$ cat config.mk
export PLATFORM = sky130hd
export DESIGN_NAME = olids_cell
export DESIGN_NICKNAME = d
export VERILOG_FILES = /design/src/hdl/ordered_list_insert_delete_search_core_macros.svh /design/src/hdl/olids_pkg.sv /design/src/hdl/olids_cell.sv
export SDC_FILE = /design/constraint.sdc
export NUM_CORES = 1
export LEC_CHECK = 0
export ABC_CLOCK_PERIOD_IN_PS = 1600
export BUFFER_PORTS_ARGS = -buffer_cell sky130_fd_sc_hd__buf_2
export CAP_MARGIN = 25
export CELL_PAD_IN_SITES_DETAIL_PLACEMENT = 1
export CELL_PAD_IN_SITES_GLOBAL_PLACEMENT = 1
export CORE_MARGIN = 2
export CORE_UTILIZATION = 31
export CTS_BUF_LIST = sky130_fd_sc_hd__clkbuf_4 sky130_fd_sc_hd__clkbuf_8 sky130_fd_sc_hd__clkbuf_16
export DETAILED_ROUTE_END_ITERATION = 7
export GPL_ROUTABILITY_DRIVEN = 0
export PLACE_DENSITY = 0.82
export SLEW_MARGIN = 20
export SYNTH_ARGS = -nofsm -noshare
export SYNTH_HDL_FRONTEND = slang
export SYNTH_SLANG_ARGS = --single-unit
$ cat constraint.sdc
create_clock -name clk -period 1.6 [get_ports clk]
set_clock_uncertainty 0.15 [all_clocks]
set_input_delay 0.08 -clock clk [delete_from_list [all_inputs] [get_ports clk]]
set_output_delay 0.08 -clock clk [all_outputs]
set_load 0.01 [all_outputs]
$ cat src/hdl/ordered_list_insert_delete_search_core_macros.svh
// ----------------------------------------------------------------------------
// Assertion macros for the ordered list core
// Concurrent checks that compile away in synthesis.
// ----------------------------------------------------------------------------
`ifndef ORDERED_LIST_INSERT_DELETE_SEARCH_CORE_MACROS_SVH
`define ORDERED_LIST_INSERT_DELETE_SEARCH_CORE_MACROS_SVH

`ifndef SYNTHESIS

`define OLIDS_ASSERT_IMP(label, clk, rst_n, ante, cons) \
	label: assert property (@(posedge clk) disable iff (!rst_n) (ante) |-> (cons)) \
		else $error("assertion failed");

`define OLIDS_ASSERT_NXT(label, clk, rst_n, ante, cons) \
	label: assert property (@(posedge clk) disable iff (!rst_n) (ante) |=> (cons)) \
		else $error("assertion failed");

`else

`define OLIDS_ASSERT_IMP(label, clk, rst_n, ante, cons)

`define OLIDS_ASSERT_NXT(label, clk, rst_n, ante, cons)

`endif

`endif

$ cat src/hdl/olids_pkg.sv
// ----------------------------------------------------------------------------
// Ordered list core package
// Transfer types, operation and status codes, cell control word.
// ----------------------------------------------------------------------------
`timescale 1ns / 1ps
`default_nettype none

package olids_pkg;

	localparam logic [1:0] MODE_INSERT = 2'd0;
	localparam logic [1:0] MODE_DELETE = 2'd1;
	localparam logic [1:0] MODE_SEARCH = 2'd2;

	localparam logic [2:0] ST_OK       = 3'd0;
	localparam logic [2:0] ST_FULL     = 3'd1;
	localparam logic [2:0] ST_EMPTY    = 3'd2;
	localparam logic [2:0] ST_BADPOS   = 3'd3;
	localparam logic [2:0] ST_NOTFOUND = 3'd4;

	typedef struct packed {
		logic [1:0]         mode;
		logic signed [31:0] value;
		logic [7:0]         position;
	} req_t;

	typedef struct packed {
		logic [2:0]         status;
		logic [6:0]         found_index;
		logic signed [31:0] removed_value;
		logic [7:0]         count_after;
	} rsp_t;

	typedef struct packed {
		logic               ins;
		logic               del;
		logic               srch;
		logic               walk;
		logic signed [31:0] value;
	} ctl_t;

endpackage

`default_nettype wire

$ cat src/hdl/olids_cell.sv
// ----------------------------------------------------------------------------
// Ordered list cell
// Holds one entry plus a readout word and flag that walk towards cell 0.
// ----------------------------------------------------------------------------
`timescale 1ns / 1ps
`default_nettype none

module olids_cell
	import olids_pkg::*;
#(
	parameter int IDX = 0,
	parameter int PW  = 8,
	parameter int CW  = 8
) (
	input  wire                 clk,
	input  wire                 arst_n,
	input  ctl_t                ctl,
	input  wire [PW-1:0]        pos,
	input  wire [CW-1:0]        count,
	input  wire signed [31:0]   data_below,
	input  wire signed [31:0]   data_above,
	input  wire signed [31:0]   rd_above,
	input  wire                 hit_above,
	output logic signed [31:0]  data,
	output logic signed [31:0]  rd,
	output logic                hit
);

	logic signed [31:0] data_q;
	logic signed [31:0] rd_q;
	logic               hit_q;
	logic               pos_eq;
	logic               pos_lt;
	logic               live;

	assign pos_eq = pos == PW'(IDX);
	assign pos_lt = pos < PW'(IDX);
	assign live   = CW'(IDX) < count;

	always_ff @(posedge clk) begin
		if (ctl.ins) begin
			if (pos_lt) begin
				data_q <= data_below;
			end else if (pos_eq) begin
				data_q <= ctl.value;
			end
		end else if (ctl.del) begin
			if (pos_lt || pos_eq) begin
				data_q <= data_above;
			end
		end
		if (ctl.del) begin
			rd_q <= data_q;
		end else if (ctl.walk) begin
			rd_q <= rd_above;
		end
	end

	always_ff @(posedge clk or negedge arst_n) begin
		if (!arst_n) begin
			hit_q <= 1'b0;
		end else if (ctl.del) begin
			hit_q <= pos_eq;
		end else if (ctl.srch) begin
			hit_q <= live && (data_q == ctl.value);
		end else if (ctl.walk) begin
			hit_q <= hit_above;
		end
	end

	assign data = data_q;
	assign rd   = rd_q;
	assign hit  = hit_q;

endmodule

`default_nettype wire

---- After elaboration in Yosys (flattened, before gate mapping) ----
Index checks and enable logic that the tools add are counted.
word-level totals
  logic and storage cells ................. 25
  input port bits ......................... 151
  output and inout port bits .............. 65
  flip-flop bits (word level) ............. 65
operators by class
  reduce and logical (&&, ||, !) cells .... 8
  muxes and demuxes ....................... 10
  order comparisons ....................... 2
  eq/ne operators ......................... 2
operator list
  operator                                               number
  two-way mux 32 bit                                     7
  == test 32 bit                                         1
  logical NOT 8 bit                                      1
  < comparator 1 x 8 -> 1 bit, first input constant      1
  < comparator 8 x 1 -> 1 bit, second input constant     1
  nonzero test 2 bit                                     3
  two-way mux 1 bit                                      3
  inequality test 3 x 1 -> 1 bit, second input constant  1
  AND reduction 3 bit                                    1
  nonzero test 3 bit                                     1
  logical AND 1 bit                                      1
  logical OR 1 bit                                       1

---- Logic depth before layout (Yosys ltp) ----
Gate-level depths: netlist of the first run.
  word-level depth ........................ 5
  mapped depth ............................ 5

---- Least setup slack after synthesis of the first run ----
No wires, ideal clock.
  kind .................................... input-to-reg
  start ................................... input ctl[34] in the netlist's numbering
  end ..................................... register data_q[0] (netlist: data[0]), enable pin
  setup slack ............................. -0.155 ns
  arrival time ............................ 1.218 ns
  buffers on the path ..................... 2
  stages on the path ...................... 3
  library setup time ...................... 0.387 ns
  required time ........................... 1.063 ns
  cells stage by stage .................... buf_2 buf_2 o211a_1
on the way
  word-level cells in the longest chain between the ends .. 2
ends and longest elaborated chain
  element                        line              RTL
  start, declared                olids_cell.sv:17  input ctl_t ctl,
  nonzero test 2 bit (no line)   -
  AND reduction 3 bit (no line)  -
  end signal, assigned           olids_cell.sv:43  data_q <= data_below;
  end signal, assigned           olids_cell.sv:45  data_q <= ctl.value;
  end signal, assigned           olids_cell.sv:49  data_q <= data_above;
  end, declared                  olids_cell.sv:29  logic signed [31:0] data_q;
Every way passes these cells.
A chain may end at the register's enable or synchronous reset.

---- Worst setup path after layout of the first run ----
  start ................................... register data_q[5] (netlist: data[5])
  end ..................................... register hit_q (netlist: hit)
on the way
  word-level cells in the longest chain between the ends .. 4
ends and longest elaborated chain
  element               line              RTL
  == test 32 bit        olids_cell.sv:65  hit_q <= live && (data_q == ctl.value);
  logical AND 1 bit     olids_cell.sv:65
  two-way mux 1 bit     olids_cell.sv:64  end else if (ctl.srch) begin
  two-way mux 1 bit     olids_cell.sv:62  end else if (ctl.del) begin
  end signal, assigned  olids_cell.sv:63  hit_q <= pos_eq;
  end signal, assigned  olids_cell.sv:65
  end signal, assigned  olids_cell.sv:67  hit_q <= hit_above;
  end, declared         olids_cell.sv:31  logic hit_q;
Every way passes these cells.

==> flow_metrics.py, run 1 <==
metrics = {
    "clocking": {
        "cts_root_buf": "clkbuf_8",
        "cts.clk_slew.worst_paths_ns": 0.07,
        "ctsHtreeMaxLevel": 3,
        "numCtsBuffers": 9,
        "clk_latency_ns": 0.34,
        "post_cts_buffers": 0,
        "cts_buffer_depth": 2,
        "cts_tree": "yes",
        "cts.sinks": 65,
    },
    "yosys": {
        "synth_nets": 343,
        "synthAdderAreaFrac_pct": 0,
        "synth-simple-area-share_pct": 3.234,
        "syn_inst": 192,
        "synth_area_per_cell_um2": 16.32,
        "synth_top_family_by_area": "multiplexers",
        "synth_compound_area_share_pct": 0.9980,
        "syn-cell-area_mm2": 0.003134,
        "synth_seq_cells": 65,
        "ys_seq_area_share_pct": 62.12,
        "ys.warnings.count": 0,
        "synth_cell_types": 17,
        "synth_mux_area_share_pct": 23.31,
        "synth-xor-area-share_pct": 8.942,
    },
    "global_route": {
        "use_met1_pct": 21.39,
        "busiest_layer": "met2",
        "antenna_found_initial": 0,
        "grt_start_max_net_pins": 33,
        "met3_usage_pct": 6.176,
        "grt.overflow.total": 0,
        "grt_util_all_layers_pct": 22.33,
        "grt_pass1_vias": 3346,
        "use_met2_pct": 44.96,
        "grt_pass1_wl_mm": 18.40,
    },
    "critical_path": {
        "worstPathCellList": "xnor2_2 -> nand4_1 -> nor4_4 -> nand3_1 -> o21ai_1",
        "cpLargestDelayFamily": "simple AND/OR/NAND/NOR gates",
        "worstPathRequired_ns": 1.71,
        "max_stage_delay_ns": 0.46,
        "start_kind": "register",
        "crit_buf_inv": 0,
        "crit_start": "data[5]$_DFFE_PP_",
        "endpoint_kind": "register",
        "crit_end": "hit$_DFFE_PN0P_",
        "cp.depth": 5,
        "reg2reg_slack_ns": -0.09,
        "crit_type": "reg2reg",
        "arrival_ns": 1.80,
        "cp_max_fo": 3,
        "r2r-end": "hit$_DFFE_PN0P_",
        "reg2reg_from": "data[5]$_DFFE_PP_",
        "reg2reg_depth": 5,
        "cpMaxStageDelayCell": "edfxtp_1",
    },
    "timing": {
        "finalMaxSlewViolations": 0,
        "slew_headroom_pct": 76.39,
        "min_period_ns": 1.687,
        "hold_violations": 0,
        "tightest_slew_ns": 0.3533,
        "fmax_mhz": 592.9,
        "setup_viol": 3,
        "rsz0062_at_grt": "yes",
        "final.period_utilization_pct": 105.4,
        "fin_ws_ns": -0.08652,
    },
    "routing": {
        "wire_per_inst_um": 19.31,
        "first_pass_iters": 4,
        "ant_nets": 0,
        "totalWireLength_mm": 12.13,
        "drt-vias-per-instance": 4.503,
        "drc": 0,
        "vias": 2828,
        "drt_iter0_drc": 76,
    },
    "floorplan": {
        "fp-row-count": 36,
        "die_area_mm2": 0.01093,
        "initial_core_util_pct": 32.07,
        "dieWidth_um": 104.6,
        "io_pins": 216,
        "coreArea_mm2": 0.009774,
        "fp.dieH_um": 104.6,
    },
    "finish": {
        "nFillCells": 1041,
        "final_area_mm2": 0.005508,
        "layout_commonest_cell": "buf_2",
        "syn_to_final_growth_pct": 75.73,
        "fin_cells": 628,
        "drive_above_1_share_pct": 56.57,
        "final_util_pct": 56.35,
        "nNetsFinal": 642,
        "mostFrequentLayoutCells": "183 x buf_2, 99 x dlygate4sd3_1, 64 x mux2_2, 64 x edfxtp_1, 16 x xor2_1",
        "diodes": 0,
    },
    "placement": {
        "port_buffers": 183,
        "placed_area_mm2": 0.004332,
        "hpwl_mm": 7.347,
        "placedCellCount": 514,
    },
    "flow_run": {
        "timing.max_cap.violations": 0,
    },
    "worst_hold_path": {
        "hp-class": "in2reg",
    },
    "power": {
        "sequentialPowerShare_pct": 50.4,
        "sw_frac_of_total_pct": 24.13,
        "pwr-share-clk_pct": 30.6,
        "power.density_mw_per_mm2": 708.4,
        "vdd_ir_drop_max_mv": 0.4488,
        "switching_power_w": 0.0009415,
        "p_leak_nw": 2.337,
        "power.internal_w": 0.002960,
        "finalPower_w": 0.003902,
        "combPwrFrac_pct": 19.0,
    },
    "status": {
        "status": "finished with violations",
        "violations": "negative setup slack",
    },
}
[how the worst min path moves through the flow]
| stage | startpoint | end | slack, ns | depth (start not counted) |
|---|---|---|---|---|
| floorplan | arst_n | hit$_DFFE_PN0P_ | -0.37 | 0 |
| global placement | arst_n | hit$_DFFE_PN0P_ | -0.28 | 1 |
| detailed placement | arst_n | hit$_DFFE_PN0P_ | -0.29 | 1 |
| CTS | ctl[34] | hit$_DFFE_PN0P_ | 0.05 | 4 |
| global route | ctl[34] | hit$_DFFE_PN0P_ | 0.06 | 4 |
| finish | ctl[34] | hit$_DFFE_PN0P_ | 0.06 | 4 |
[sequential cells by signal (all words and copies together), names as in the netlist]
| name | count |
|---|---|
| data | 32 |
| rd | 32 |
| hit | 1 |
[layer usage]
layer	wire length [um]	vias to the layer above	share of wire, %
li1	-	1337	-
met1	4229	1374	35
met2	7097	104	59
met3	605	13	5.0
met4	196	0	1.6
met5	0	-	0
[layout make-up]
type                       count  area [um^2]  area share (%)
timing repair buffer         296         2062           37.44
sequential                    65         1947           35.35
multi-input combinational    118         1174           21.31
tap                          133        166.4           3.021
clock buffer                  10        131.4           2.385
clock inverter                 5        23.77          0.4316
inverter                       1        3.754         0.06815
[kinds of logic after synthesis]
family                 after synthesis
buffers and inverters                9
XOR/XNOR                            32
flip-flops                          65
multiplexers                        65
AO/OA/AOI/OAI                        4
AND/OR/NAND/NOR                     17
[Yosys cell counts, drive strengths merged]
cell     number  area share (%)
a2111oi       1            0.32
a31oi         1            0.20
buf           8             1.3
dfrtp         1            0.80
edfxtp       64              61
inv           1            0.12
mux2         64              23
mux2i         1            0.32
nand3         2            0.32
nand4         4            0.80
nor3          2            0.32
nor4          8             1.6
o211a         1            0.32
o21ai         1            0.16
or2           1            0.20
xnor2        16             4.5
xor2         16             4.5
[per-stage QoR]
step                setup TNS (ns)  setup slack [ns]  hold slack [ns]
floorplan                        0           0.02093          -0.3656
global placement           -0.3206           -0.3206          -0.2841
detailed placement         -0.3102           -0.3102          -0.2874
CTS                       -0.09779          -0.09779          0.05170
global route               -0.1671           -0.1671          0.06315
finish                    -0.09110          -0.08652          0.05773
[timing repair]
action | 4_1_cts | 5_1_grt
endpoints found under the setup margin | 1 | 23
resized for setup | 2 | 2
hold buffers | 99 | 22
endpoints found under the hold margin | 66 | 22
pin swaps | 3 | 0
[worst min-delay path: cells and delay by family]
kind | cells | cell delay, ns
AND/OR/NAND/NOR | 1 | 0.06
AO/OA/AOI/OAI | 2 | 0.14
buffers and inverters | 1 | 0.21
[power groups by stage]
stage | clock network [W] | logic, W | registers, W
after global routing | 0.00131 | 0.000806 | 0.00197
after global placement | 0 | 0.000505 | 0.00200
after detailed placement | 0 | 0.000524 | 0.00200
after floorplan | 0 | 0.000200 | 0.00204
final | 0.00119 | 0.000741 | 0.00197
after CTS | 0.00122 | 0.000741 | 0.00197
(Power assumes the default switching activity.)
==> run 2, diff against run 1 <==
- SKIP_CTS_REPAIR_TIMING: unset -> 1
==> run 2 against run 1 <==
Against the previous run:
- the run still ends with negative setup slack left
- critical endpoint unchanged
- core utilization barely moved
- sequential share of layout area about the same
- sequential cell count is the same
- highest routed layer unchanged
- final area about the same
- maximum frequency shrank 0.38%
- count of clock-buffer cells in the layout did not move
==> flow_metrics.py, run 2 (synthesized netlist as in run 1, its figures left out) <==
metrics = {
    "clocking": {
        "cts.sinks": 65,
        "ctsHtreeMaxLevel": 3,
        "cts_root_buf": "clkbuf_8",
        "clk_latency_ns": 0.34,
        "cts_buffer_depth": 2,
        "numCtsBuffers": 9,
        "cts_tree": "yes",
        "cts.clk_slew.worst_paths_ns": 0.07,
    },
    "global_route": {
        "grt_pass1_wl_mm": 14.43,
        "use_met1_pct": 18.61,
        "antenna_found_initial": 1,
        "busiest_layer": "met2",
        "grt_util_all_layers_pct": 17.42,
        "grt_pass1_vias": 2684,
        "use_met2_pct": 32.12,
        "met3_usage_pct": 6.176,
        "grt.overflow.total": 0,
        "grt_start_max_net_pins": 33,
    },
    "finish": {
        "nNetsFinal": 644,
        "multi_input_area_mm2": 0.001159,
        "layout_commonest_cell": "buf_2",
        "nFillCells": 1039,
        "syn_to_final_growth_pct": 75.81,
        "drive_above_1_share_pct": 56.34,
        "fin_cells": 631,
        "mostFrequentLayoutCells": "183 x buf_2, 99 x dlygate4sd3_1, 64 x mux2_2, 64 x edfxtp_1",
        "final_util_pct": 56.37,
        "ff_latch_area_mm2": 0.001947,
    },
    "power": {
        "finalPower_w": 0.003916,
        "power.density_mw_per_mm2": 710.6,
        "p_leak_nw": 2.335,
        "vdd_ir_drop_max_mv": 0.4576,
    },
    "worst_hold_path": {
        "min_from": "hit_above",
        "min_to": "hit$_DFFE_PN0P_",
        "holdPathStages": 5,
        "hp-class": "in2reg",
    },
    "critical_path": {
        "worstPathCellList": "xnor2_1 -> nand4_1 -> nor4_4 -> nand3_1 -> o21ai_1",
        "cp_max_fo": 3,
        "reg2reg_from": "data[30]$_DFFE_PP_",
        "endpoint_kind": "register",
        "cpMaxStageDelayCell": "edfxtp_1",
        "arrival_ns": 1.81,
        "reg2reg_depth": 5,
        "worstPathRequired_ns": 1.72,
        "max_stage_delay_ns": 0.43,
        "crit_type": "reg2reg",
        "reg2reg_slack_ns": -0.09,
        "r2r-end": "hit$_DFFE_PN0P_",
        "start_kind": "register",
    },
    "timing": {
        "setup_viol": 15,
        "fmax_mhz": 590.7,
        "slew_headroom_pct": 74.83,
        "fin_ws_ns": -0.09300,
        "tightest_slew_ns": 0.3765,
        "finalMaxSlewViolations": 0,
        "hold_violations": 0,
        "timing.hold.ws_ns": 0.06032,
        "rsz0062_at_grt": "yes",
        "final.period_utilization_pct": 105.8,
        "min_period_ns": 1.693,
    },
    "floorplan": {
        "initial_core_util_pct": 32.07,
        "die_area_mm2": 0.01093,
        "fp-row-count": 36,
        "dieWidth_um": 104.6,
        "fp.dieH_um": 104.6,
        "coreArea_mm2": 0.009774,
        "io_pins": 216,
    },
    "routing": {
        "ant_nets": 0,
        "drt_iter0_drc": 69,
        "drc": 0,
        "drt-vias-per-instance": 4.561,
        "totalWireLength_mm": 12.16,
        "vias": 2878,
        "wire_per_inst_um": 19.27,
        "first_pass_iters": 4,
    },
    "placement": {
        "placedCellCount": 514,
        "hpwl_mm": 7.347,
        "port_buffers": 183,
    },
    "status": {
        "violations": "negative setup slack",
        "status": "finished with violations",
    },
    "flow_run": {
        "timing.max_cap.violations": 0,
    },
}
## run 2: cell count changes in the layout (fill, tap and decap cells not counted), sizes merged
| cell | change |
|---|---|
| buf | +2 |
| diode | +1 |
## run 2: area by class of cell
cell class / instances / share of cell area (%)
inverters: 1 / 0.06812
clock buffers: 10 / 2.384
flip-flops and latches: 65 / 35.33
repair buffers: 298 / 37.69
multi-input cells: 118 / 21.03
clock inverters: 5 / 0.4314
well taps: 133 / 3.020
diodes: 1 / 0.04541
## run 2: how the worst max path moves through the flow
stage / start / end / slack, ns / cells after the start
after CTS: data[25]$_DFFE_PP_ / hit$_DFFE_PN0P_ / -0.38 / 5
after floorplan: ctl[34] / data[0]$_DFFE_PP_ / 0.02 / 3
after global routing: data[26]$_DFFE_PP_ / hit$_DFFE_PN0P_ / -0.17 / 5
after global placement: data[25]$_DFFE_PP_ / hit$_DFFE_PN0P_ / -0.32 / 5
final: data[30]$_DFFE_PP_ / hit$_DFFE_PN0P_ / -0.09 / 5
after detailed placement: data[30]$_DFFE_PP_ / hit$_DFFE_PN0P_ / -0.31 / 5
## run 2: critical path: cells and delay by family, from the launching register on
| kind | cells | cell delay (ns) |
|---|---|---|
| xor gates and xnor gates | 1 | 0.24 |
| AOI/OAI and AO/OA | 1 | 0.15 |
| DFF | 1 | 0.43 |
| and+or+nand+nor | 3 | 0.65 |
## run 2: metal layers
layer  vias up  part of all wire (%)
met5         -                     0
met1      1399                    34
met3        17                   5.3
met2       121                    59
li1       1341                     -
met4         0                   2.0
## run 2: power by group
| part | internal [W] | switching (W) | leakage [nW] |
|---|---|---|---|
| registers | 0.00195 | 0.0000208 | 0.627 |
| clock network | 0.000555 | 0.000634 | 0.0865 |
| logic | 0.000471 | 0.000287 | 1.62 |
## run 2: metrics by stage
stage               setup slack, ns  TNS [ns]  area, um^2
CTS                         -0.3836   -0.3836        4487
finish                     -0.09300   -0.3118        5510
floorplan                   0.02093         0        3134
detailed placement          -0.3102   -0.3102        4332
global route                -0.1746   -0.4274        5510
global placement            -0.3206   -0.3206        4332
==> run 3, diff against run 2 <==
- CELL_PAD_IN_SITES_DETAIL_PLACEMENT: 1 -> unset
- CELL_PAD_IN_SITES_GLOBAL_PLACEMENT: 1 -> unset
- CORE_UTILIZATION: 31 -> 42
- PLACE_DENSITY: 0.82 -> 0.78
==> run 3 against run 2 <==
Against the previous run:
- the flow still finishes with violations (negative setup slack)
- register-to-register slack gained 0.02 ns
- sequential power is essentially flat
- total power decreased by 2.9%
- wire length decreased by 19%
- global-route usage increased by 2.0 points
- maximum frequency up 1.5%
- critical path depth is 1 lower
- clock power down 8%
==> flow_metrics.py, run 3 (synthesized netlist as in run 1, its figures left out) <==
metrics = {
    "timing": {
        "finalMaxSlewViolations": 0,
        "tightest_slew_ns": 0.4853,
        "rsz0062_at_grt": "yes",
        "fmax_mhz": 599.5,
        "setup_tns_ns": -0.4136,
        "fin_ws_ns": -0.06806,
        "setup_viol": 16,
        "slew_headroom_pct": 67.35,
        "final.period_utilization_pct": 104.3,
        "hold_violations": 0,
        "min_period_ns": 1.668,
    },
    "worst_hold_path": {
        "hp-class": "in2reg",
        "min_to": "hit$_DFFE_PN0P_",
        "min_from": "ctl[33]",
        "holdPathStages": 5,
    },
    "critical_path": {
        "worstPathRequired_ns": 1.70,
        "reg2reg_slack_ns": -0.07,
        "crit_buf_inv": 0,
        "endpoint_kind": "register",
        "reg2reg_depth": 4,
        "worstPathCellList": "xor2_1 -> nor4_1 -> nand3_1 -> o21ai_2",
        "start_kind": "register",
        "crit_type": "reg2reg",
        "max_stage_delay_ns": 0.46,
        "arrival_ns": 1.77,
        "r2r-end": "hit$_DFFE_PN0P_",
        "reg2reg_from": "data[22]$_DFFE_PP_",
        "cpLargestDelayFamily": "simple AND/OR/NAND/NOR gates",
        "cp_max_fo": 3,
        "cpMaxStageDelayCell": "nor4_1",
    },
    "finish": {
        "nNetsFinal": 639,
        "drive_above_1_share_pct": 55.92,
        "diodes": 0,
        "mostFrequentLayoutCells": "183 x buf_2, 98 x dlygate4sd3_1, 64 x mux2_2, 64 x edfxtp_1, 16 x xor2_1",
        "syn_to_final_growth_pct": 73.17,
        "final_util_pct": 74.83,
        "ff_latch_area_mm2": 0.001947,
        "nFillCells": 484,
        "multi_input_area_mm2": 0.001161,
        "layout_commonest_cell": "buf_2",
    },
    "routing": {
        "totalWireLength_mm": 9.805,
        "wire_per_inst_um": 16.65,
        "drt_iter0_drc": 105,
        "first_pass_iters": 4,
        "drt-vias-per-instance": 4.681,
        "ant_nets": 0,
        "drc": 0,
        "vias": 2757,
    },
    "placement": {
        "port_buffers": 183,
        "hpwl_mm": 6.230,
        "post-place-ws_ns": -0.1099,
    },
    "floorplan": {
        "fp.dieH_um": 90.39,
        "io_pins": 216,
        "dieWidth_um": 90.39,
        "initial_core_util_pct": 43.21,
        "die_area_mm2": 0.008169,
        "fp-row-count": 31,
        "coreArea_mm2": 0.007253,
    },
    "clocking": {
        "clk_latency_ns": 0.33,
        "cts_root_buf": "clkbuf_8",
        "cts.sinks": 65,
        "cts_buffer_depth": 2,
        "numCtsBuffers": 9,
        "ctsHtreeMaxLevel": 3,
        "cts_tree": "yes",
        "cts.clk_slew.worst_paths_ns": 0.06,
    },
    "power": {
        "power.density_mw_per_mm2": 700.8,
        "p_leak_nw": 2.297,
        "vdd_ir_drop_max_mv": 0.4650,
        "finalPower_w": 0.003804,
    },
    "status": {
        "violations": "negative setup slack",
        "status": "finished with violations",
    },
    "flow_run": {
        "timing.max_cap.violations": 0,
    },
    "global_route": {
        "grt.overflow.total": 0,
        "grt_start_max_net_pins": 20,
        "grt_pass1_wl_mm": 12.28,
        "antenna_found_initial": 0,
        "grt_util_all_layers_pct": 19.39,
        "grt_pass1_vias": 2484,
    },
}
==> run 3: changes by cell type in the layout (fill, tap and decap cells not counted), sizes merged <==
cell | before | now
diode | 1 | 0
dlygate4sd3 | 99 | 98
clkinv | 5 | 3
buf | 199 | 195
==> run 3: through the flow <==
step                hold WS [ns]  cell area, um^2  instances
detailed placement       -0.2929             4279        477
CTS                      -0.6522             4422        490
floorplan                -0.3656             3134        192
finish                   0.01611             5428        589
global route             0.02538             5428        589
global placement         -0.2904             4279        477
==> run 3: worst max-delay path by stage <==
| stage | from | endpoint | slack, ns | cells past startpoint |
|---|---|---|---|---|
| 6_report | data[22]$_DFFE_PP_ | hit$_DFFE_PN0P_ | -0.07 | 4 |
| 5_1_grt | data[30]$_DFFE_PP_ | hit$_DFFE_PN0P_ | -0.14 | 5 |
| 4_1_cts | data[9]$_DFFE_PP_ | hit$_DFFE_PN0P_ | -0.12 | 5 |
| 3_5_place_dp | data[9]$_DFFE_PP_ | hit$_DFFE_PN0P_ | -0.11 | 5 |
| 3_3_place_gp | data[9]$_DFFE_PP_ | hit$_DFFE_PN0P_ | -0.07 | 5 |
| 2_1_floorplan | ctl[34] | data[0]$_DFFE_PP_ | 0.02 | 3 |
==> run 3: worst reg2reg max path: stages, from the launching register on <==
cell,delay [ns]
edfxtp_1,0.44
xor2_1,0.17
nor4_1,0.46
nand3_1,0.20
o21ai_2,0.18
==> run 3: final cells by class <==
type                    instances  share of cell area (%)
repair buffers                293                   37.76
multi-input cells             118                   21.39
flip-flops and latches         65                   35.87
well taps                      99                   2.282
inverters                       1                 0.06916
clock inverters                 3                  0.2075
clock buffers                  10                   2.420
==> run 3: report_power, final <==
part / switching, W / leakage [nW] / internal, W
Clock: 0.000566 / 0.0740 / 0.000538
Sequential: 0.0000169 / 0.627 / 0.00195
Combinational: 0.000269 / 1.60 / 0.000464
Total: 0.000853 / 2.30 / 0.00295
==> run 3: per-layer routing <==
layer | track usage (%) | vias up | share of wire, %
li1 | - | 1330 | -
met1 | 23.25 | 1300 | 38
met3 | 6.010 | 10 | 6.2
met5 | 0 | - | 0
met2 | 33.71 | 117 | 55
met4 | 5.513 | 0 | 0.93
